===== config.mk =====
export PLATFORM = sky130hd
export DESIGN_NAME = command_argument_tokenizer_flat
export DESIGN_NICKNAME = d
export VERILOG_FILES = /design/src/rtl/core/cat_pkg.sv /design/src/rtl/core/cat_if.sv /design/src/rtl/core/cat_step.sv /design/src/rtl/core/command_argument_tokenizer.sv /design/src/flat_wrapper.sv
export SDC_FILE = /design/constraint.sdc
export NUM_CORES = 1
export LEC_CHECK = 0
export ABC_CLOCK_PERIOD_IN_PS = 11900
export BUFFER_PORTS_ARGS = -buffer_cell sky130_fd_sc_hd__buf_2
export CORE_ASPECT_RATIO = 1.1
export CORE_MARGIN = 2
export CORE_UTILIZATION = 60
export DETAILED_ROUTE_END_ITERATION = 7
export PLACE_DENSITY = 0.81
export RECOVER_POWER = 50
export SYNTH_ARGS = -nofsm -noshare
export SYNTH_HDL_FRONTEND = slang
export SYNTH_SLANG_ARGS = --single-unit

===== constraint.sdc =====
create_clock -name i_clk -period 11.9 [get_ports i_clk]
set_input_delay 2.38 -clock i_clk [delete_from_list [all_inputs] [get_ports i_clk]]
set_output_delay 2.38 -clock i_clk [all_outputs]
set_load 0.005 [all_outputs]

===== src/rtl/core/cat_pkg.sv =====
// Package for the command argument tokenizer.
// Holds scan modes, token kinds, error codes, character classes and state types.
// No dependencies.
package cat_pkg;

    localparam int VALUE_WIDTH_DEFAULT = 31;

    typedef enum logic [2:0] {
        MODE_IDLE   = 3'd0,
        MODE_STRING = 3'd1,
        MODE_NUMBER = 3'd2,
        MODE_WORD   = 3'd3,
        MODE_SKIP   = 3'd4
    } t_mode;

    localparam logic [1:0] KIND_STRING = 2'd0;
    localparam logic [1:0] KIND_INT    = 2'd1;
    localparam logic [1:0] KIND_BOOL   = 2'd2;
    localparam logic [1:0] KIND_OPTION = 2'd3;

    localparam logic [2:0] ERR_UNEXPECTED   = 3'd0;
    localparam logic [2:0] ERR_TWO_PERIODS  = 3'd1;
    localparam logic [2:0] ERR_BAD_DIGIT    = 3'd2;
    localparam logic [2:0] ERR_FLOAT        = 3'd3;
    localparam logic [2:0] ERR_UNTERMINATED = 3'd4;
    localparam logic [2:0] ERR_OVERFLOW     = 3'd5;

    localparam logic [7:0] CH_DQUOTE    = 8'h22;
    localparam logic [7:0] CH_SQUOTE    = 8'h27;
    localparam logic [7:0] CH_BACKSLASH = 8'h5C;
    localparam logic [7:0] CH_PERIOD    = 8'h2E;

    localparam logic [2:0] LEN_TRUE  = 3'd4;
    localparam logic [2:0] LEN_FALSE = 3'd5;
    localparam logic [2:0] POS_MAX   = 3'd7;

    typedef struct packed {
        t_mode      mode;
        logic       quote_single;
        logic       escape;
        logic       period;
        logic       overflow;
        logic [2:0] pos;
        logic [1:0] which;
    } t_scan_state;

    localparam t_scan_state SCAN_RESET = '{
        mode: MODE_IDLE, quote_single: 1'b0, escape: 1'b0, period: 1'b0,
        overflow: 1'b0, pos: 3'd0, which: 2'b11
    };

    typedef struct packed {
        logic       has_byte;
        logic [7:0] content_byte;
        logic       token_done;
        logic [1:0] token_kind;
        logic       bool_value;
        logic       error_flag;
        logic [2:0] error_code;
        logic       line_done;
    } t_result;

    function automatic logic f_is_space(input logic [7:0] c);
        return (c == 8'h20) || (c >= 8'h09 && c <= 8'h0D);
    endfunction

    function automatic logic f_is_digit(input logic [7:0] c);
        return c >= 8'h30 && c <= 8'h39;
    endfunction

    function automatic logic f_is_alpha(input logic [7:0] c);
        return (c >= 8'h61 && c <= 8'h7A) || (c >= 8'h41 && c <= 8'h5A);
    endfunction

    function automatic logic [7:0] f_true_char(input logic [2:0] p);
        logic [7:0] r;
        unique case (p)
            3'd0:    r = 8'h74;
            3'd1:    r = 8'h72;
            3'd2:    r = 8'h75;
            3'd3:    r = 8'h65;
            default: r = 8'h00;
        endcase
        return r;
    endfunction

    function automatic logic [7:0] f_false_char(input logic [2:0] p);
        logic [7:0] r;
        unique case (p)
            3'd0:    r = 8'h66;
            3'd1:    r = 8'h61;
            3'd2:    r = 8'h6C;
            3'd3:    r = 8'h73;
            3'd4:    r = 8'h65;
            default: r = 8'h00;
        endcase
        return r;
    endfunction

endpackage


===== src/rtl/core/cat_if.sv =====
// Handshake channels of the command argument tokenizer.
// cat_char_if carries characters in, cat_tok_if carries token results out.
// No dependencies.
interface cat_char_if;
    logic       valid;
    logic       ready;
    logic [7:0] char_in;
    logic       line_end;

    modport source (output valid, output char_in, output line_end, input ready);
    modport sink (input valid, input char_in, input line_end, output ready);
endinterface

interface cat_tok_if #(
    parameter int VALUE_WIDTH = 31
);
    logic                   valid;
    logic                   ready;
    logic                   has_byte;
    logic [7:0]             content_byte;
    logic                   token_done;
    logic [1:0]             token_kind;
    logic [VALUE_WIDTH-1:0] int_value;
    logic                   bool_value;
    logic                   error_flag;
    logic [2:0]             error_code;
    logic                   line_done;

    modport source (
        output valid, output has_byte, output content_byte, output token_done,
        output token_kind, output int_value, output bool_value, output error_flag,
        output error_code, output line_done, input ready
    );
    modport sink (
        input valid, input has_byte, input content_byte, input token_done,
        input token_kind, input int_value, input bool_value, input error_flag,
        input error_code, input line_done, output ready
    );
endinterface


===== src/rtl/core/cat_step.sv =====
// Per-character scan logic: next scan state and one result from one character.
// Depends on cat_pkg.
module cat_step #(
    parameter int VALUE_WIDTH = cat_pkg::VALUE_WIDTH_DEFAULT
) (
    input  logic [7:0]             i_char,
    input  logic                   i_last,
    input  cat_pkg::t_scan_state   i_st,
    input  logic [VALUE_WIDTH-1:0] i_accum,
    output cat_pkg::t_scan_state   o_st,
    output logic [VALUE_WIDTH-1:0] o_accum,
    output cat_pkg::t_result       o_res,
    output logic [VALUE_WIDTH-1:0] o_int
);
    import cat_pkg::*;

    localparam int PW = VALUE_WIDTH + 4;

    t_scan_state            st;
    logic [VALUE_WIDTH-1:0] acc;
    t_result                res;
    logic [VALUE_WIDTH-1:0] ival;
    logic                   do_num;
    logic                   do_word;
    logic                   num_end;
    logic                   word_end;
    logic                   sp;
    logic [PW-1:0]          prod;
    logic [7:0]             quote;

    always_comb begin
        st       = i_st;
        acc      = i_accum;
        res      = '0;
        ival     = '0;
        do_num   = 1'b0;
        do_word  = 1'b0;
        num_end  = 1'b0;
        word_end = 1'b0;
        sp       = f_is_space(i_char);
        quote    = i_st.quote_single ? CH_SQUOTE : CH_DQUOTE;
        prod     = ({4'b0, i_accum} << 3) + ({4'b0, i_accum} << 1) + PW'(i_char[3:0]);

        unique case (i_st.mode)
            MODE_STRING: begin
                if (i_st.escape) begin
                    st.escape        = 1'b0;
                    res.has_byte     = 1'b1;
                    res.content_byte = i_char;
                end else if (i_char == CH_BACKSLASH) begin
                    st.escape = 1'b1;
                end else if (i_char == quote) begin
                    res.token_done = 1'b1;
                    res.token_kind = KIND_STRING;
                    st.mode        = MODE_IDLE;
                end else begin
                    res.has_byte     = 1'b1;
                    res.content_byte = i_char;
                end
            end
            MODE_NUMBER: do_num = 1'b1;
            MODE_WORD: begin
                if (sp) begin
                    word_end = 1'b1;
                end else begin
                    do_word = 1'b1;
                end
            end
            MODE_SKIP: ;
            MODE_IDLE: begin
                if (sp) begin
                end else if (i_char == CH_DQUOTE || i_char == CH_SQUOTE) begin
                    st.mode         = MODE_STRING;
                    st.quote_single = (i_char == CH_SQUOTE);
                    st.escape       = 1'b0;
                end else if (f_is_digit(i_char) || i_char == CH_PERIOD) begin
                    st.mode     = MODE_NUMBER;
                    acc         = '0;
                    prod        = PW'(i_char[3:0]);
                    st.period   = 1'b0;
                    st.overflow = 1'b0;
                    do_num      = 1'b1;
                end else if (f_is_alpha(i_char)) begin
                    st.mode  = MODE_WORD;
                    st.pos   = 3'd0;
                    st.which = 2'b11;
                    do_word  = 1'b1;
                end else begin
                    res.error_flag = 1'b1;
                    res.error_code = ERR_UNEXPECTED;
                    st.mode        = MODE_SKIP;
                end
            end
            default: st.mode = MODE_IDLE;
        endcase

        if (do_num) begin
            priority if (i_char == CH_PERIOD) begin
                if (st.period) begin
                    res.error_flag = 1'b1;
                    res.error_code = ERR_TWO_PERIODS;
                    st.mode        = MODE_SKIP;
                end else begin
                    st.period = 1'b1;
                end
            end else if (sp) begin
                num_end = 1'b1;
            end else if (f_is_digit(i_char)) begin
                if (prod[PW-1:VALUE_WIDTH] != '0) begin
                    st.overflow = 1'b1;
                    acc         = '1;
                end else begin
                    acc = prod[VALUE_WIDTH-1:0];
                end
            end else begin
                res.error_flag = 1'b1;
                res.error_code = ERR_BAD_DIGIT;
                st.mode        = MODE_SKIP;
            end
        end

        if (do_word) begin
            res.has_byte     = 1'b1;
            res.content_byte = i_char;
            if (!(st.pos < LEN_TRUE && i_char == f_true_char(st.pos))) begin
                st.which[0] = 1'b0;
            end
            if (!(st.pos < LEN_FALSE && i_char == f_false_char(st.pos))) begin
                st.which[1] = 1'b0;
            end
            if (st.pos < POS_MAX) begin
                st.pos = st.pos + 3'd1;
            end
        end

        if (num_end || (i_last && st.mode == MODE_NUMBER)) begin
            priority if (st.period) begin
                res            = '0;
                res.error_flag = 1'b1;
                res.error_code = ERR_FLOAT;
                st.mode        = MODE_SKIP;
            end else if (st.overflow) begin
                res            = '0;
                res.error_flag = 1'b1;
                res.error_code = ERR_OVERFLOW;
                st.mode        = MODE_SKIP;
            end else begin
                res.token_done = 1'b1;
                res.token_kind = KIND_INT;
                ival           = acc;
                st.mode        = MODE_IDLE;
            end
        end

        if (word_end || (i_last && st.mode == MODE_WORD)) begin
            res.token_done = 1'b1;
            st.mode        = MODE_IDLE;
            priority if (st.which[0] && st.pos == LEN_TRUE) begin
                res.token_kind = KIND_BOOL;
                res.bool_value = 1'b1;
            end else if (st.which[1] && st.pos == LEN_FALSE) begin
                res.token_kind = KIND_BOOL;
            end else begin
                res.token_kind = KIND_OPTION;
            end
        end

        if (i_last && st.mode == MODE_STRING) begin
            res            = '0;
            res.error_flag = 1'b1;
            res.error_code = ERR_UNTERMINATED;
            ival           = '0;
        end

        if (i_last) begin
            res.line_done = 1'b1;
            st            = SCAN_RESET;
            acc           = '0;
        end
    end

    assign o_st    = st;
    assign o_accum = acc;
    assign o_res   = res;
    assign o_int   = ival;

endmodule


===== src/rtl/core/command_argument_tokenizer.sv =====
// Top level of the command argument tokenizer: scan state, result register.
// Depends on cat_pkg, cat_if (cat_char_if, cat_tok_if) and cat_step.
//
//  port    | dir | item                  | handshake
//  i_cmd   | in  | char_in, line_end     | valid/ready
//  o_tok   | out | token result fields   | valid/ready
//
// One character per cycle while o_tok takes results; the result is registered, in the cycle after acceptance.
// Throughput is set by the single result register: it refills while being taken.
// A stall on o_tok holds the result and drops i_cmd.ready until it is taken.
// Synchronous active-low reset clears the scan state and the result valid.
module command_argument_tokenizer #(
    parameter int VALUE_WIDTH = cat_pkg::VALUE_WIDTH_DEFAULT
) (
    input  logic        i_clk,
    input  logic        i_rst_n,
    cat_char_if.sink    i_cmd,
    cat_tok_if.source   o_tok
);
    import cat_pkg::*;

    t_scan_state            r_st;
    logic [VALUE_WIDTH-1:0] r_accum;
    t_result                r_res;
    logic [VALUE_WIDTH-1:0] r_int;
    logic                   r_out_valid;

    t_scan_state            n_st;
    logic [VALUE_WIDTH-1:0] n_accum;
    t_result                n_res;
    logic [VALUE_WIDTH-1:0] n_int;
    logic                   in_acc;

    cat_step #(.VALUE_WIDTH(VALUE_WIDTH)) u_step (
        .i_char  (i_cmd.char_in),
        .i_last  (i_cmd.line_end),
        .i_st    (r_st),
        .i_accum (r_accum),
        .o_st    (n_st),
        .o_accum (n_accum),
        .o_res   (n_res),
        .o_int   (n_int)
    );

    assign i_cmd.ready = !r_out_valid || o_tok.ready;
    assign in_acc      = i_cmd.valid && i_cmd.ready;

    always_ff @(posedge i_clk) begin
        if (!i_rst_n) begin
            r_st        <= SCAN_RESET;
            r_accum     <= '0;
            r_out_valid <= 1'b0;
        end else begin
            if (in_acc) begin
                r_st        <= n_st;
                r_accum     <= n_accum;
                r_out_valid <= 1'b1;
            end else if (o_tok.ready) begin
                r_out_valid <= 1'b0;
            end
        end
    end

    always_ff @(posedge i_clk) begin
        if (in_acc) begin
            r_res <= n_res;
            r_int <= n_int;
        end
    end

    assign o_tok.valid        = r_out_valid;
    assign o_tok.has_byte     = r_res.has_byte;
    assign o_tok.content_byte = r_res.content_byte;
    assign o_tok.token_done   = r_res.token_done;
    assign o_tok.token_kind   = r_res.token_kind;
    assign o_tok.int_value    = r_int;
    assign o_tok.bool_value   = r_res.bool_value;
    assign o_tok.error_flag   = r_res.error_flag;
    assign o_tok.error_code   = r_res.error_code;
    assign o_tok.line_done    = r_res.line_done;

    a_line_resets: assert property (@(posedge i_clk) disable iff (!i_rst_n)
        (in_acc && i_cmd.line_end) |=> (r_st.mode == MODE_IDLE && r_accum == '0))
        else $error("scan state not cleared after line end");

    a_err_excl: assert property (@(posedge i_clk) disable iff (!i_rst_n)
        (o_tok.valid && o_tok.error_flag) |-> (!o_tok.token_done && !o_tok.has_byte))
        else $error("error result carries token data");

    a_int_kind: assert property (@(posedge i_clk) disable iff (!i_rst_n)
        (o_tok.valid && o_tok.int_value != '0) |->
            (o_tok.token_done && o_tok.token_kind == KIND_INT))
        else $error("integer value outside an integer token");

    a_skip_quiet: assert property (@(posedge i_clk) disable iff (!i_rst_n)
        (in_acc && r_st.mode == MODE_SKIP) |=>
            (!o_tok.has_byte && !o_tok.token_done && !o_tok.error_flag))
        else $error("result produced while skipping after error");

    a_fill: assert property (@(posedge i_clk) disable iff (!i_rst_n)
        in_acc |=> o_tok.valid)
        else $error("accepted item has no result");

endmodule


===== src/flat_wrapper.sv =====
// flat-port wrapper written by rule: the top's interface ports become plain ports
module command_argument_tokenizer_flat import cat_pkg::*;
#(
    parameter int VALUE_WIDTH = cat_pkg::VALUE_WIDTH_DEFAULT
)
  (i_clk, i_rst_n, i_cmd_valid, i_cmd_char_in, i_cmd_line_end, i_cmd_ready, o_tok_valid, o_tok_has_byte, o_tok_content_byte, o_tok_token_done, o_tok_token_kind, o_tok_int_value, o_tok_bool_value, o_tok_error_flag, o_tok_error_code, o_tok_line_done, o_tok_ready);
  cat_char_if i_cmd_i ();
  cat_tok_if #(.VALUE_WIDTH(VALUE_WIDTH)) o_tok_i ();
  input  logic i_clk;
  input  logic i_rst_n;
  input wire logic [$bits(i_cmd_i.valid)-1:0] i_cmd_valid;
  input wire logic [$bits(i_cmd_i.char_in)-1:0] i_cmd_char_in;
  input wire logic [$bits(i_cmd_i.line_end)-1:0] i_cmd_line_end;
  output wire logic [$bits(i_cmd_i.ready)-1:0] i_cmd_ready;
  output wire logic [$bits(o_tok_i.valid)-1:0] o_tok_valid;
  output wire logic [$bits(o_tok_i.has_byte)-1:0] o_tok_has_byte;
  output wire logic [$bits(o_tok_i.content_byte)-1:0] o_tok_content_byte;
  output wire logic [$bits(o_tok_i.token_done)-1:0] o_tok_token_done;
  output wire logic [$bits(o_tok_i.token_kind)-1:0] o_tok_token_kind;
  output wire logic [$bits(o_tok_i.int_value)-1:0] o_tok_int_value;
  output wire logic [$bits(o_tok_i.bool_value)-1:0] o_tok_bool_value;
  output wire logic [$bits(o_tok_i.error_flag)-1:0] o_tok_error_flag;
  output wire logic [$bits(o_tok_i.error_code)-1:0] o_tok_error_code;
  output wire logic [$bits(o_tok_i.line_done)-1:0] o_tok_line_done;
  input wire logic [$bits(o_tok_i.ready)-1:0] o_tok_ready;
  assign i_cmd_i.valid = i_cmd_valid;
  assign i_cmd_i.char_in = i_cmd_char_in;
  assign i_cmd_i.line_end = i_cmd_line_end;
  assign i_cmd_ready = i_cmd_i.ready;
  assign o_tok_valid = o_tok_i.valid;
  assign o_tok_has_byte = o_tok_i.has_byte;
  assign o_tok_content_byte = o_tok_i.content_byte;
  assign o_tok_token_done = o_tok_i.token_done;
  assign o_tok_token_kind = o_tok_i.token_kind;
  assign o_tok_int_value = o_tok_i.int_value;
  assign o_tok_bool_value = o_tok_i.bool_value;
  assign o_tok_error_flag = o_tok_i.error_flag;
  assign o_tok_error_code = o_tok_i.error_code;
  assign o_tok_line_done = o_tok_i.line_done;
  assign o_tok_i.ready = o_tok_ready;
  command_argument_tokenizer #(.VALUE_WIDTH(VALUE_WIDTH)) u_core (.i_clk(i_clk), .i_rst_n(i_rst_n), .i_cmd(i_cmd_i), .o_tok(o_tok_i));
endmodule

Word-level counts from Yosys, hierarchy flattened
Cells that the tools add are included.

storage, ports and cells
  flip-flop bits (word level) = 93
  bits of input ports = 13

operators by class
  $add $sub $neg = 3
  $lt $le $gt $ge = 11
  equal/unequal tests = 24
  muxes and demuxes = 100
  bitwise logic cells = 1
  reductions and logical operators = 31

operators with widths
  cell                  count
  $mux W31              10
  $mux W35              4
  $mux W3               20
  $mux W12              4
  $mux W4               11
  $mux W18              2
  $mux W9               4
  $add A34 B32 Y35      1
  $add A35 B4 Y35       1
  $pmux W7 S5           1
  $eq A8 B6 Y1 const B  4
  $mux W1               28
  $pmux W7 S4           1
  $mux W5               4
  $eq A3 B2 Y1 const B  6
  $eq A8 B8 Y1          2
  $ge A8 B7 Y1 const B  2
  $le A8 B7 Y1 const B  2
  $mux W8               2
  $mux W7               2
  $eq A3 B3 Y1 const B  4
  $logic_and A1 B1 Y1   12
  $eq A3 B1 Y1 const B  3
  $lt A3 B3 Y1 const B  3
  22 further kinds      37

Logic depth before layout (Yosys ltp)
Gate-level depths: netlist of the first run.

  depth in word-level cells = 23
  depth in mapped cells = 15

By module
A second synthesis of the first run with hierarchy kept.

unflattened totals
  cells, all modules = 860
  area total of the unflattened synthesis = 7,663.6 um^2

by module, submodules not included
  module                      times used  cells each  area each (um^2)  sequential area each (um^2)
  cat_step                    1           620         4,386.7           0.0
  command_argument_tokenizer  1           240         3,276.9           2,352.3

Worst setup path after synthesis of the first run
Ideal clock, no wire load.

  path type = in2reg
  start = input port i_cmd_char_in[3]
  end = register u_core.r_int[25] (netlist: u_core.o_tok.int_value[25]), data pin
  arrival = 5.450 ns
  data required time = 11.639 ns
  setup slack = 6.189 ns
  stages on the path = 14
  buffers on the path = 2
  cells stage by stage = fa_1 fa_1 a211oi_1 o211ai_1 nand2_1 a311oi_1 or3_1 a21oi_1 or3_1 nand4_2 buf_2 buf_2 o21ai_0 a21oi_1

between the ends
  cells in the longest elaborated chain, start to end = 23

ends and longest elaborated chain
  element                                                                   line                              text
  start, declared                                                           flat_wrapper.sv:12                input wire logic [$bits(i_cmd_i.char_in)-1:0] i_cmd_char_in;
  parallel branches: the longest is 23 deep, another holds $add A35 B4 Y35  -
  end signal, assigned                                                      command_argument_tokenizer.sv:67  r_int <= n_int;
  end, declared                                                             command_argument_tokenizer.sv:25  logic [VALUE_WIDTH-1:0] r_int;

Parallel ways; which one is timed is not known. The select of a mux whose other input is x is not followed.
A chain may end at the register's enable or synchronous reset.

Worst setup path in the final report of the first run
  start = input port i_cmd_char_in[3]
  end = register u_core.r_res (netlist bit u_core.o_tok.error_code[0]), data pin

between the ends
  cells in the longest elaborated chain, start to end = 22

ends and longest elaborated chain
  element                                                                   line                              text
  parallel branches: the longest is 22 deep, another holds $add A35 B4 Y35  -
  end signal, assigned                                                      command_argument_tokenizer.sv:66  r_res <= n_res;
  end, declared                                                             command_argument_tokenizer.sv:24  t_result r_res;

Parallel ways; which one is timed is not known. The select of a mux whose other input is x is not followed.

==> impl_metrics.xml, run 1 <==
<?xml version="1.0" encoding="UTF-8"?>
<metrics>
  <group name="synthesis">
    <metric name="ys.warnings.count" unit="">0</metric>
    <metric name="synth_enable_flop_cells" unit="">49</metric>
    <metric name="post_syn_area" unit="um2">6770</metric>
    <metric name="syn_nets" unit="">876</metric>
    <metric name="synth-async-reset-ratio" unit="%">0</metric>
    <metric name="ys.flop_type" unit="">edfxtp_1</metric>
    <metric name="average_cell_area_after_synthesis" unit="um2">8.51</metric>
    <metric name="syn_inst_count" unit="">795</metric>
    <metric name="synth-seq-cells" unit="">93</metric>
    <metric name="yosysSeqAreaShare" unit="%">34.8</metric>
    <metric name="yosysUniqueCellTypes" unit="">72</metric>
  </group>
  <group name="drt">
    <metric name="detail_route.drc_violations" unit="">0</metric>
    <metric name="drt-wirelength-per-cell" unit="um">19.1</metric>
    <metric name="via_count" unit="">6327</metric>
    <metric name="drt_pre_antenna_iters" unit="">5</metric>
    <metric name="detail_route.iter0.violations" unit="">524</metric>
    <metric name="postRouteWirelength" unit="um">18800</metric>
    <metric name="routed_via_density" unit="">6.42</metric>
    <metric name="drtAntennaViolNets" unit="">0</metric>
  </group>
  <group name="setup_path">
    <metric name="worst_r2r_startpoint" unit="">u_core.r_accum[0]</metric>
    <metric name="worst_setup_path_start_kind" unit="">input pin</metric>
    <metric name="endpoint_kind" unit="">register</metric>
    <metric name="crit_arrival" unit="ns">6.80</metric>
    <metric name="cpMaxStageDelayCell" unit="">a311o_1</metric>
    <metric name="timing.critical_path.buf_inv" unit="">2</metric>
    <metric name="critPathRequiredTime" unit="ns">11.98</metric>
    <metric name="r2r_end" unit="">u_core.o_tok.error_code[0]</metric>
    <metric name="rrSetupSlack" unit="ns">7.02</metric>
    <metric name="path_class" unit="">in2reg</metric>
    <metric name="worst-r2r-cell-count" unit="">13</metric>
    <metric name="worst_stage_delay_on_the_critical_path" unit="ns">0.75</metric>
    <metric name="worst-path-max-fanout" unit="">52</metric>
    <metric name="cpLargestDelayFamily" unit="">compound AO/OA/AOI/OAI gates</metric>
    <metric name="worstPathCellList" unit="">buf_2 &gt; fa_1 &gt; fa_1 &gt; a211oi_1 &gt; o211ai_1 &gt; nand2_1 &gt; a311oi_1 &gt; or3_1 &gt; a21oi_1 &gt; or3_1 &gt; nand4_2 &gt; buf_4 &gt; a311o_1 &gt; a21boi_0</metric>
  </group>
  <group name="place">
    <metric name="placement.io_buffers" unit="">63</metric>
    <metric name="placement.cell_area" unit="um2">7120</metric>
    <metric name="finalWeightedCongestion" unit="">0.929</metric>
    <metric name="place_hpwl" unit="um">13500</metric>
  </group>
  <group name="hold_path">
    <metric name="worstHoldStart" unit="">u_core.r_st[0]</metric>
    <metric name="hold_end" unit="">u_core.r_st[0]</metric>
    <metric name="min_path_cells" unit="">1</metric>
    <metric name="min_path_type" unit="">reg2reg</metric>
  </group>
  <group name="clock_network">
    <metric name="clk-insertion-delay-late" unit="ns">0.35</metric>
    <metric name="cts.repair.resized" unit="">0</metric>
    <metric name="ctsHtreeMaxLevel" unit="">3</metric>
    <metric name="cts_tree" unit="">yes</metric>
    <metric name="cts-buffers-inserted" unit="">9</metric>
    <metric name="cts.path.max_buffers" unit="">2</metric>
    <metric name="cts_sinks" unit="">93</metric>
    <metric name="clk_pin_slew_worst_paths" unit="ns">0.07</metric>
    <metric name="post_cts_buffers" unit="">0</metric>
    <metric name="hold_buffers" unit="">0</metric>
    <metric name="clock_tree.root_cell" unit="">clkbuf_16</metric>
  </group>
  <group name="job">
    <metric name="cap_viol_max_count" unit="">1</metric>
  </group>
  <group name="sta">
    <metric name="hold_violations" unit="">0</metric>
    <metric name="max_freq" unit="MHz">149</metric>
    <metric name="slew_headroom" unit="%">-98.0</metric>
    <metric name="timing.final.max_slew_violations" unit="">53</metric>
    <metric name="rsz0062_at_grt" unit="">false</metric>
    <metric name="final.setup_skew" unit="ns">0.0101</metric>
    <metric name="setup_tns" unit="ns">0</metric>
    <metric name="finalCritPeriodShare" unit="%">56.5</metric>
    <metric name="setup_viol" unit="">0</metric>
    <metric name="actual_slew_at_the_worst_max_slew_pin" unit="ns">2.97</metric>
    <metric name="finalWorstPathRequiredPeriod" unit="ns">6.73</metric>
  </group>
  <group name="power_and_ir_drop">
    <metric name="power.share.clock" unit="%">43.7</metric>
    <metric name="worst_ir_drop_vdd" unit="uV">72.8</metric>
    <metric name="power_per_cell_area" unit="nW/um2">100</metric>
    <metric name="p_comb_share" unit="%">8.5</metric>
    <metric name="switching_part_of_the_total" unit="%">25.0</metric>
    <metric name="p_int" unit="uW">556</metric>
    <metric name="switchingPower" unit="uW">185</metric>
    <metric name="power_leakage" unit="uW">0.00298</metric>
    <metric name="sequentialPowerShare" unit="%">47.8</metric>
  </group>
  <group name="finish">
    <metric name="ratio_of_cells_with_drive_above_1_in_the_final_layout" unit="%">7.27</metric>
    <metric name="finish.net_count" unit="">915</metric>
    <metric name="area_growth" unit="%">9.34</metric>
    <metric name="postLayoutCellArea" unit="um2">7400</metric>
    <metric name="n_fill_cell" unit="">921</metric>
    <metric name="number_of_antenna_cells_inserted" unit="">0</metric>
  </group>
  <group name="grt">
    <metric name="grt_util_all_layers" unit="%">31.3</metric>
    <metric name="grt_start_max_net_pins" unit="">53</metric>
    <metric name="grt_remaining_overflow" unit="">0</metric>
    <metric name="grt_first_pass_wirelength" unit="um">30300</metric>
    <metric name="first_global_vias" unit="">6174</metric>
    <metric name="initial_antenna_violation_count" unit="">0</metric>
  </group>
  <group name="run_status">
    <metric name="status" unit="">finished, violations left</metric>
    <metric name="failed_checks" unit="">max-capacitance violations, max-slew violations</metric>
  </group>
  <group name="die">
    <metric name="die_height" unit="um">115</metric>
    <metric name="floorplan.die_area" unit="um2">12100</metric>
    <metric name="io_pins" unit="">64</metric>
    <metric name="chipWidth" unit="um">105</metric>
    <metric name="initial_core_util" unit="%">61.7</metric>
    <metric name="placeableCoreArea" unit="um2">11000</metric>
    <metric name="num_rows" unit="">40</metric>
  </group>
</metrics>
## state kept, by name, summed over array words and instances, names as in the netlist
signal,cells
u_core.o_tok.bool_value,1
u_core.o_tok.token_done,1
u_core.o_tok.valid,1
u_core.o_tok.token_kind,2
u_core.o_tok.error_flag,1
u_core.o_tok.error_code,3
u_core.o_tok.int_value,31
u_core.o_tok.line_done,1
u_core.o_tok.content_byte,8
u_core.o_tok.has_byte,1
u_core.r_st,12
u_core.r_accum,31
## placed cells by master, fill, tap and decap left out, drive strengths merged, types with 5 or more instances in the layout
| cell type | Yosys | routed |
|---|---|---|
| nor2 | 82 | 82 |
| o21ai | 77 | 77 |
| nand2 | 74 | 74 |
| a21oi | 69 | 69 |
| ha | 66 | 66 |
| edfxtp | 49 | 49 |
| dfxtp | 44 | 44 |
| clkbuf | 25 | 44 |
| inv | 29 | 33 |
| buf | 14 | 32 |
| nand3 | 25 | 25 |
| nor3 | 23 | 23 |
| xnor2 | 20 | 20 |
| a211oi | 19 | 19 |
| a21o | 15 | 15 |
| xor2 | 10 | 10 |
| nor2b | 10 | 10 |
| nand4 | 10 | 10 |
| and2 | 9 | 9 |
| nand2b | 8 | 8 |
| o21a | 7 | 7 |
| o21bai | 7 | 7 |
| o31ai | 7 | 7 |
| or3 | 6 | 6 |
| a21boi | 6 | 6 |
| a31oi | 6 | 6 |
| nor4b | 6 | 6 |
| nor4 | 5 | 5 |
## kinds of logic (layout without fill, tap and decap cells)
kind of cell               after synthesis  in the layout  synth area share, %
muxes                                    2              2                0.296
buffers and inverters                   68            112                 4.16
adders and majority gates               68             68                 12.8
xor gates and xnor gates                30             30                 3.88
DFF                                     93             93                 34.8
AOI/OAI and AO/OA                      257            257                 24.0
and+or+nand+nor                        277            277                 20.1
## how the worst max path moves through the flow
stage          slack, ns        startpoint  cells after the start                          to
3_5_place_dp        4.99  i_cmd_char_in[3]                     14  u_core.o_tok.error_code[0]
3_3_place_gp        5.11  i_cmd_char_in[3]                     14  u_core.o_tok.error_code[0]
5_1_grt             5.01  i_cmd_char_in[3]                     14  u_core.o_tok.token_kind[0]
6_report            5.17  i_cmd_char_in[3]                     14  u_core.o_tok.error_code[0]
2_1_floorplan       6.19  i_cmd_char_in[3]                     14  u_core.o_tok.int_value[25]
4_1_cts             5.31  i_cmd_char_in[3]                     14  u_core.o_tok.error_code[0]
## layer usage
layer / part of all wire, % / GRT usage [%] / vias up
met5: 0 / 0 / -
met4: 4.5 / 16.8 / 0
met3: 6.2 / 4.65 / 64
met2: 49 / 53.4 / 289
met1: 41 / 38.5 / 2950
li1: - / - / 3024
## worst register-to-register path, stage by stage, from the launching register on
cell and delay, ns:
dfxtp_1 0.43, fa_1 0.51, fa_1 0.51, a211oi_1 0.36, o211ai_1 0.13, nand2_1 0.19, a311oi_1 0.13, or3_1 0.41
a21oi_1 0.33, or3_1 0.18, nand4_2 0.09, buf_4 0.31, a311o_1 0.77, a21boi_0 0.27
## power groups by stage
stage	sequential (uW)	clock, uW	combinational [uW]
finish	354	324	63.1
global route	354	337	69.2
CTS	353	323	64.1
detailed placement	360	0	63.5
global placement	360	0	62.1
floorplan	360	0	39.1
## Yosys cell counts (12+ instances only)
library cell / number / area share [%]
a21oi_1: 69 / 5.1
dfxtp_1: 44 / 13
edfxtp_1: 49 / 22
a211oi_1: 18 / 2.0
clkbuf_1: 25 / 1.4
nor3_1: 22 / 1.6
xnor2_1: 20 / 2.6
nand3_1: 25 / 1.8
inv_1: 29 / 1.6
o21ai_0: 76 / 5.6
buf_2: 12 / 0.89
nand2_1: 74 / 4.1
nor2_1: 82 / 4.5
ha_1: 66 / 12
a21o_1: 15 / 1.7
## metrics by stage
step	total power, uW	instances	setup WS, ns	util (%)	hold slack (ns)
floorplan	399	795	6.19	-	0.431
global placement	422	970	5.11	65.0	0.445
detailed placement	423	970	4.99	65.0	0.446
CTS	740	986	5.31	68.0	0.463
global route	761	986	5.01	67.5	0.494
finish	741	986	5.17	67.5	0.468
## layout make-up
class	count	area (um2)	area share, %
clock buffer	9	225	3.04
tap	147	184	2.49
inverter	29	109	1.47
sequential	93	2350	31.8
timing repair buffer	67	299	4.04
multi-input combinational	634	4130	55.8
clock inverter	7	103	1.39
No activity file was read; power rests on OpenSTA's default activity.
==> inputs of run 2 (changes only) <==
--- a/config.mk
+++ b/config.mk
@@ -5,13 +5,14 @@
 export SDC_FILE = /design/constraint.sdc
 export NUM_CORES = 1
 export LEC_CHECK = 0
-export ABC_CLOCK_PERIOD_IN_PS = 11900
+export ABC_AREA = 1
+export ABC_CLOCK_PERIOD_IN_PS = 5700
 export BUFFER_PORTS_ARGS = -buffer_cell sky130_fd_sc_hd__buf_2
 export CORE_ASPECT_RATIO = 1.1
 export CORE_MARGIN = 2
-export CORE_UTILIZATION = 60
+export CORE_UTILIZATION = 56
 export DETAILED_ROUTE_END_ITERATION = 7
-export PLACE_DENSITY = 0.81
+export PLACE_DENSITY = 0.78
 export RECOVER_POWER = 50
 export SYNTH_ARGS = -nofsm -noshare
 export SYNTH_HDL_FRONTEND = slang
==> constraint.sdc (replaced) <==
create_clock -name i_clk -period 5.7 [get_ports i_clk]
set_input_delay 1.14 -clock i_clk [delete_from_list [all_inputs] [get_ports i_clk]]
set_output_delay 1.14 -clock i_clk [all_outputs]
set_load 0.005 [all_outputs]
==> impl_metrics.xml, run 2 <==
<?xml version="1.0" encoding="UTF-8"?>
<metrics>
  <group name="clock_network">
    <metric name="clk_pin_slew_worst_paths" unit="ns">0.08</metric>
    <metric name="post_cts_buffers" unit="">0</metric>
    <metric name="cts_sinks" unit="">93</metric>
    <metric name="cts_tree" unit="">yes</metric>
    <metric name="clock_tree.root_cell" unit="">clkbuf_16</metric>
    <metric name="ctsHtreeMaxLevel" unit="">3</metric>
    <metric name="cts.repair.resized" unit="">0</metric>
    <metric name="hold_buffers" unit="">0</metric>
    <metric name="cts-buffers-inserted" unit="">9</metric>
    <metric name="cts.path.max_buffers" unit="">2</metric>
    <metric name="clk-insertion-delay-late" unit="ns">0.36</metric>
  </group>
  <group name="sta">
    <metric name="rsz0062_at_grt" unit="">false</metric>
    <metric name="setup_viol" unit="">0</metric>
    <metric name="finalCritPeriodShare" unit="%">76.6</metric>
    <metric name="actual_slew_at_the_worst_max_slew_pin" unit="ns">2.12</metric>
    <metric name="timing.final.max_slew_violations" unit="">88</metric>
    <metric name="final.hold.worst_slack" unit="ns">0.474</metric>
    <metric name="finalWorstPathRequiredPeriod" unit="ns">4.37</metric>
    <metric name="final_critical_path_setup_slack" unit="ns">1.33</metric>
    <metric name="setup_tns" unit="ns">0</metric>
    <metric name="max_freq" unit="MHz">229</metric>
    <metric name="slew_headroom" unit="%">-41.4</metric>
    <metric name="hold_violations" unit="">0</metric>
    <metric name="final.setup_skew" unit="ns">0.0147</metric>
  </group>
  <group name="synthesis">
    <metric name="syn_inst_count" unit="">1127</metric>
    <metric name="yosysTopAreaCell" unit="">edfxtp_1</metric>
    <metric name="synth-async-reset-ratio" unit="%">0</metric>
    <metric name="synth_top_cells_by_area" unit="">edfxtp_1 (19%), nand2_1 (18%), dfxtp_1 (11%), ha_1 (11%), inv_1 (5.9%)</metric>
    <metric name="syn_nets" unit="">1208</metric>
    <metric name="synth_fa_ha_area_share" unit="%">11.3</metric>
    <metric name="post_synth_simple_gate_area" unit="%">33.5</metric>
    <metric name="synth-seq-cells" unit="">93</metric>
    <metric name="post_syn_area" unit="um2">7680</metric>
    <metric name="yosys-top-cells-count" unit="">nand2_1 (362), inv_1 (120), nor2_1 (108), a21oi_1 (83), nand3_1 (72)</metric>
    <metric name="dominant_combinational_cell_family_by_area_after_synthesis" unit="">simple AND/OR/NAND/NOR gates</metric>
    <metric name="synth_largest_type_area_fraction" unit="%">19.2</metric>
    <metric name="average_cell_area_after_synthesis" unit="um2">6.82</metric>
    <metric name="yosys-mux-area-fraction" unit="%">0</metric>
    <metric name="synth_enable_flop_cells" unit="">49</metric>
    <metric name="yosysUniqueCellTypes" unit="">49</metric>
    <metric name="ys.warnings.count" unit="">0</metric>
    <metric name="synth-compound-area-share" unit="%">13.0</metric>
    <metric name="post_synth_xor_area_fraction" unit="%">2.85</metric>
    <metric name="yosysSeqAreaShare" unit="%">30.6</metric>
    <metric name="most_frequently_used_cell_type_in_the_post_synthesis_netlist" unit="">nand2_1</metric>
    <metric name="ys.flop_type" unit="">edfxtp_1</metric>
  </group>
  <group name="power_and_ir_drop">
    <metric name="p_int" unit="uW">1130</metric>
    <metric name="switchingPower" unit="uW">499</metric>
    <metric name="power.share.clock" unit="%">38.8</metric>
    <metric name="power_per_cell_area" unit="nW/um2">194</metric>
    <metric name="sequentialPowerShare" unit="%">46.1</metric>
    <metric name="p_comb_share" unit="%">15.1</metric>
    <metric name="switching_part_of_the_total" unit="%">30.7</metric>
    <metric name="worst_ir_drop_vdd" unit="uV">112</metric>
    <metric name="power_leakage" unit="uW">0.00422</metric>
  </group>
  <group name="finish">
    <metric name="area_growth" unit="%">9.14</metric>
    <metric name="finish.net_count" unit="">1256</metric>
    <metric name="number_of_antenna_cells_inserted" unit="">0</metric>
    <metric name="mostFrequentLayoutCells" unit="">nand2_1 (362), inv_1 (120), nor2_1 (107), a21oi_1 (83), nand3_1 (72)</metric>
    <metric name="fin_cells" unit="">1364</metric>
    <metric name="n_fill_cell" unit="">1298</metric>
    <metric name="ratio_of_cells_with_drive_above_1_in_the_final_layout" unit="%">9.32</metric>
    <metric name="layout_commonest_cell" unit="">nand2_1</metric>
  </group>
  <group name="die">
    <metric name="num_rows" unit="">44</metric>
    <metric name="placeableCoreArea" unit="um2">13300</metric>
    <metric name="die_height" unit="um">127</metric>
    <metric name="floorplan.die_area" unit="um2">14700</metric>
    <metric name="initial_core_util" unit="%">57.7</metric>
    <metric name="chipWidth" unit="um">116</metric>
    <metric name="io_pins" unit="">64</metric>
  </group>
  <group name="drt">
    <metric name="routed_via_density" unit="">5.53</metric>
    <metric name="drt-wirelength-per-cell" unit="um">15.4</metric>
    <metric name="drtAntennaViolNets" unit="">0</metric>
    <metric name="detail_route.drc_violations" unit="">0</metric>
    <metric name="via_count" unit="">7547</metric>
    <metric name="postRouteWirelength" unit="um">21000</metric>
    <metric name="drt_pre_antenna_iters" unit="">5</metric>
    <metric name="detail_route.iter0.violations" unit="">624</metric>
  </group>
  <group name="setup_path">
    <metric name="worst-r2r-cell-count" unit="">18</metric>
    <metric name="rrSetupSlack" unit="ns">1.86</metric>
    <metric name="worst-path-max-fanout" unit="">35</metric>
    <metric name="critPathRequiredTime" unit="ns">5.81</metric>
    <metric name="worst_setup_path_start_kind" unit="">input pin</metric>
    <metric name="crit_arrival" unit="ns">4.48</metric>
    <metric name="endpoint_kind" unit="">register</metric>
    <metric name="path_class" unit="">in2reg</metric>
  </group>
  <group name="place">
    <metric name="finalWeightedCongestion" unit="">1.02</metric>
    <metric name="place_hpwl" unit="um">15300</metric>
    <metric name="detailedPlace.worstSlack" unit="ns">1.06</metric>
    <metric name="placement.io_buffers" unit="">63</metric>
    <metric name="place.detailed.instances" unit="">1348</metric>
  </group>
  <group name="grt">
    <metric name="first_global_vias" unit="">7153</metric>
    <metric name="grt_first_pass_wirelength" unit="um">34400</metric>
    <metric name="grt_start_max_net_pins" unit="">55</metric>
    <metric name="initial_antenna_violation_count" unit="">0</metric>
    <metric name="grt_remaining_overflow" unit="">0</metric>
    <metric name="grt_util_all_layers" unit="%">29.2</metric>
  </group>
  <group name="run_status">
    <metric name="failed_checks" unit="">max-capacitance violations, max-slew violations</metric>
    <metric name="status" unit="">finished, violations left</metric>
  </group>
  <group name="hold_path">
    <metric name="min_path_type" unit="">reg2reg</metric>
    <metric name="min_path_cells" unit="">2</metric>
  </group>
  <group name="job">
    <metric name="cap_viol_max_count" unit="">2</metric>
  </group>
</metrics>
[run 2: cell types whose count changed after synthesis, sizes merged, moves of 15 or more]
| cell | change |
|---|---|
| a21oi | +19 |
| nor2 | +33 |
| inv | +104 |
| nand3 | +51 |
| o21ai | -27 |
| a211oi | -19 |
| nor3 | -15 |
| nand2 | +289 |
[run 2: area by class of cell]
| cell class | count | area (um2) | area share (%) |
|---|---|---|---|
| clock buffer | 9 | 225 | 2.69 |
| clock inverter | 7 | 86.3 | 1.03 |
| inverter | 134 | 513 | 6.12 |
| multi-input combinational | 869 | 4660 | 55.6 |
| sequential | 93 | 2350 | 28.1 |
| tap | 184 | 230 | 2.75 |
| timing repair buffer | 68 | 314 | 3.75 |
[run 2: cells by family after synthesis]
logic type / Yosys count
xor+xnor: 25
buf+inv: 165
flops: 93
simple gates: 599
fa+ha+maj: 68
compound gates: 177
[run 2: worst max-delay path, stage by stage]
cell and delay [ns]:
buf_2 0.16, fa_1 0.56, ha_1 0.33, nand3_1 0.09
nand3_1 0.14, nand2_1 0.09, nand2_1 0.12, nand2_1 0.09
nand2_1 0.13, nand2_1 0.11, nand2_1 0.05, nand2_1 0.06
nand2_1 0.07, nor2_2 0.21, nand3_2 0.12, nand3_1 0.11
nand3_2 0.60, nand2_1 0.24, inv_1 0.05
[run 2: stage by stage]
stage                     total power [uW]  instance area, um2  utilization [%]
final                                 1620                8380             62.9
after global routing                  1690                8380             62.9
after floorplan                        931                7680                -
after detailed placement              1010                8110             60.9
after CTS                             1630                8420             63.2
after global placement                1000                8110             60.9
[run 2: metal layers]
metal	track usage (%)	wire length [um]	vias up
li1	-	-	3786
met1	36.5	8940	3450
met2	50.5	10100	259
met3	3.34	1230	52
met4	13.0	727	0
met5	0	0	-
[run 2: final timing paths]
path | end | from
max | u_core.o_tok.error_code[0] | i_cmd_char_in[3]
min | u_core.r_st[1] | u_core.r_st[1]
max reg2reg | u_core.o_tok.error_code[0] | u_core.r_accum[2]
min reg2reg | u_core.r_st[1] | u_core.r_st[1]
[run 2: power groups by stage]
| stage | combinational, uW | sequential (uW) | clock, uW |
|---|---|---|---|
| 2_1_floorplan | 167 | 764 | 0 |
| 3_3_place_gp | 241 | 762 | 0 |
| 3_5_place_dp | 245 | 763 | 0 |
| 4_1_cts | 247 | 748 | 632 |
| 5_1_grt | 274 | 752 | 661 |
| 6_report | 246 | 749 | 630 |
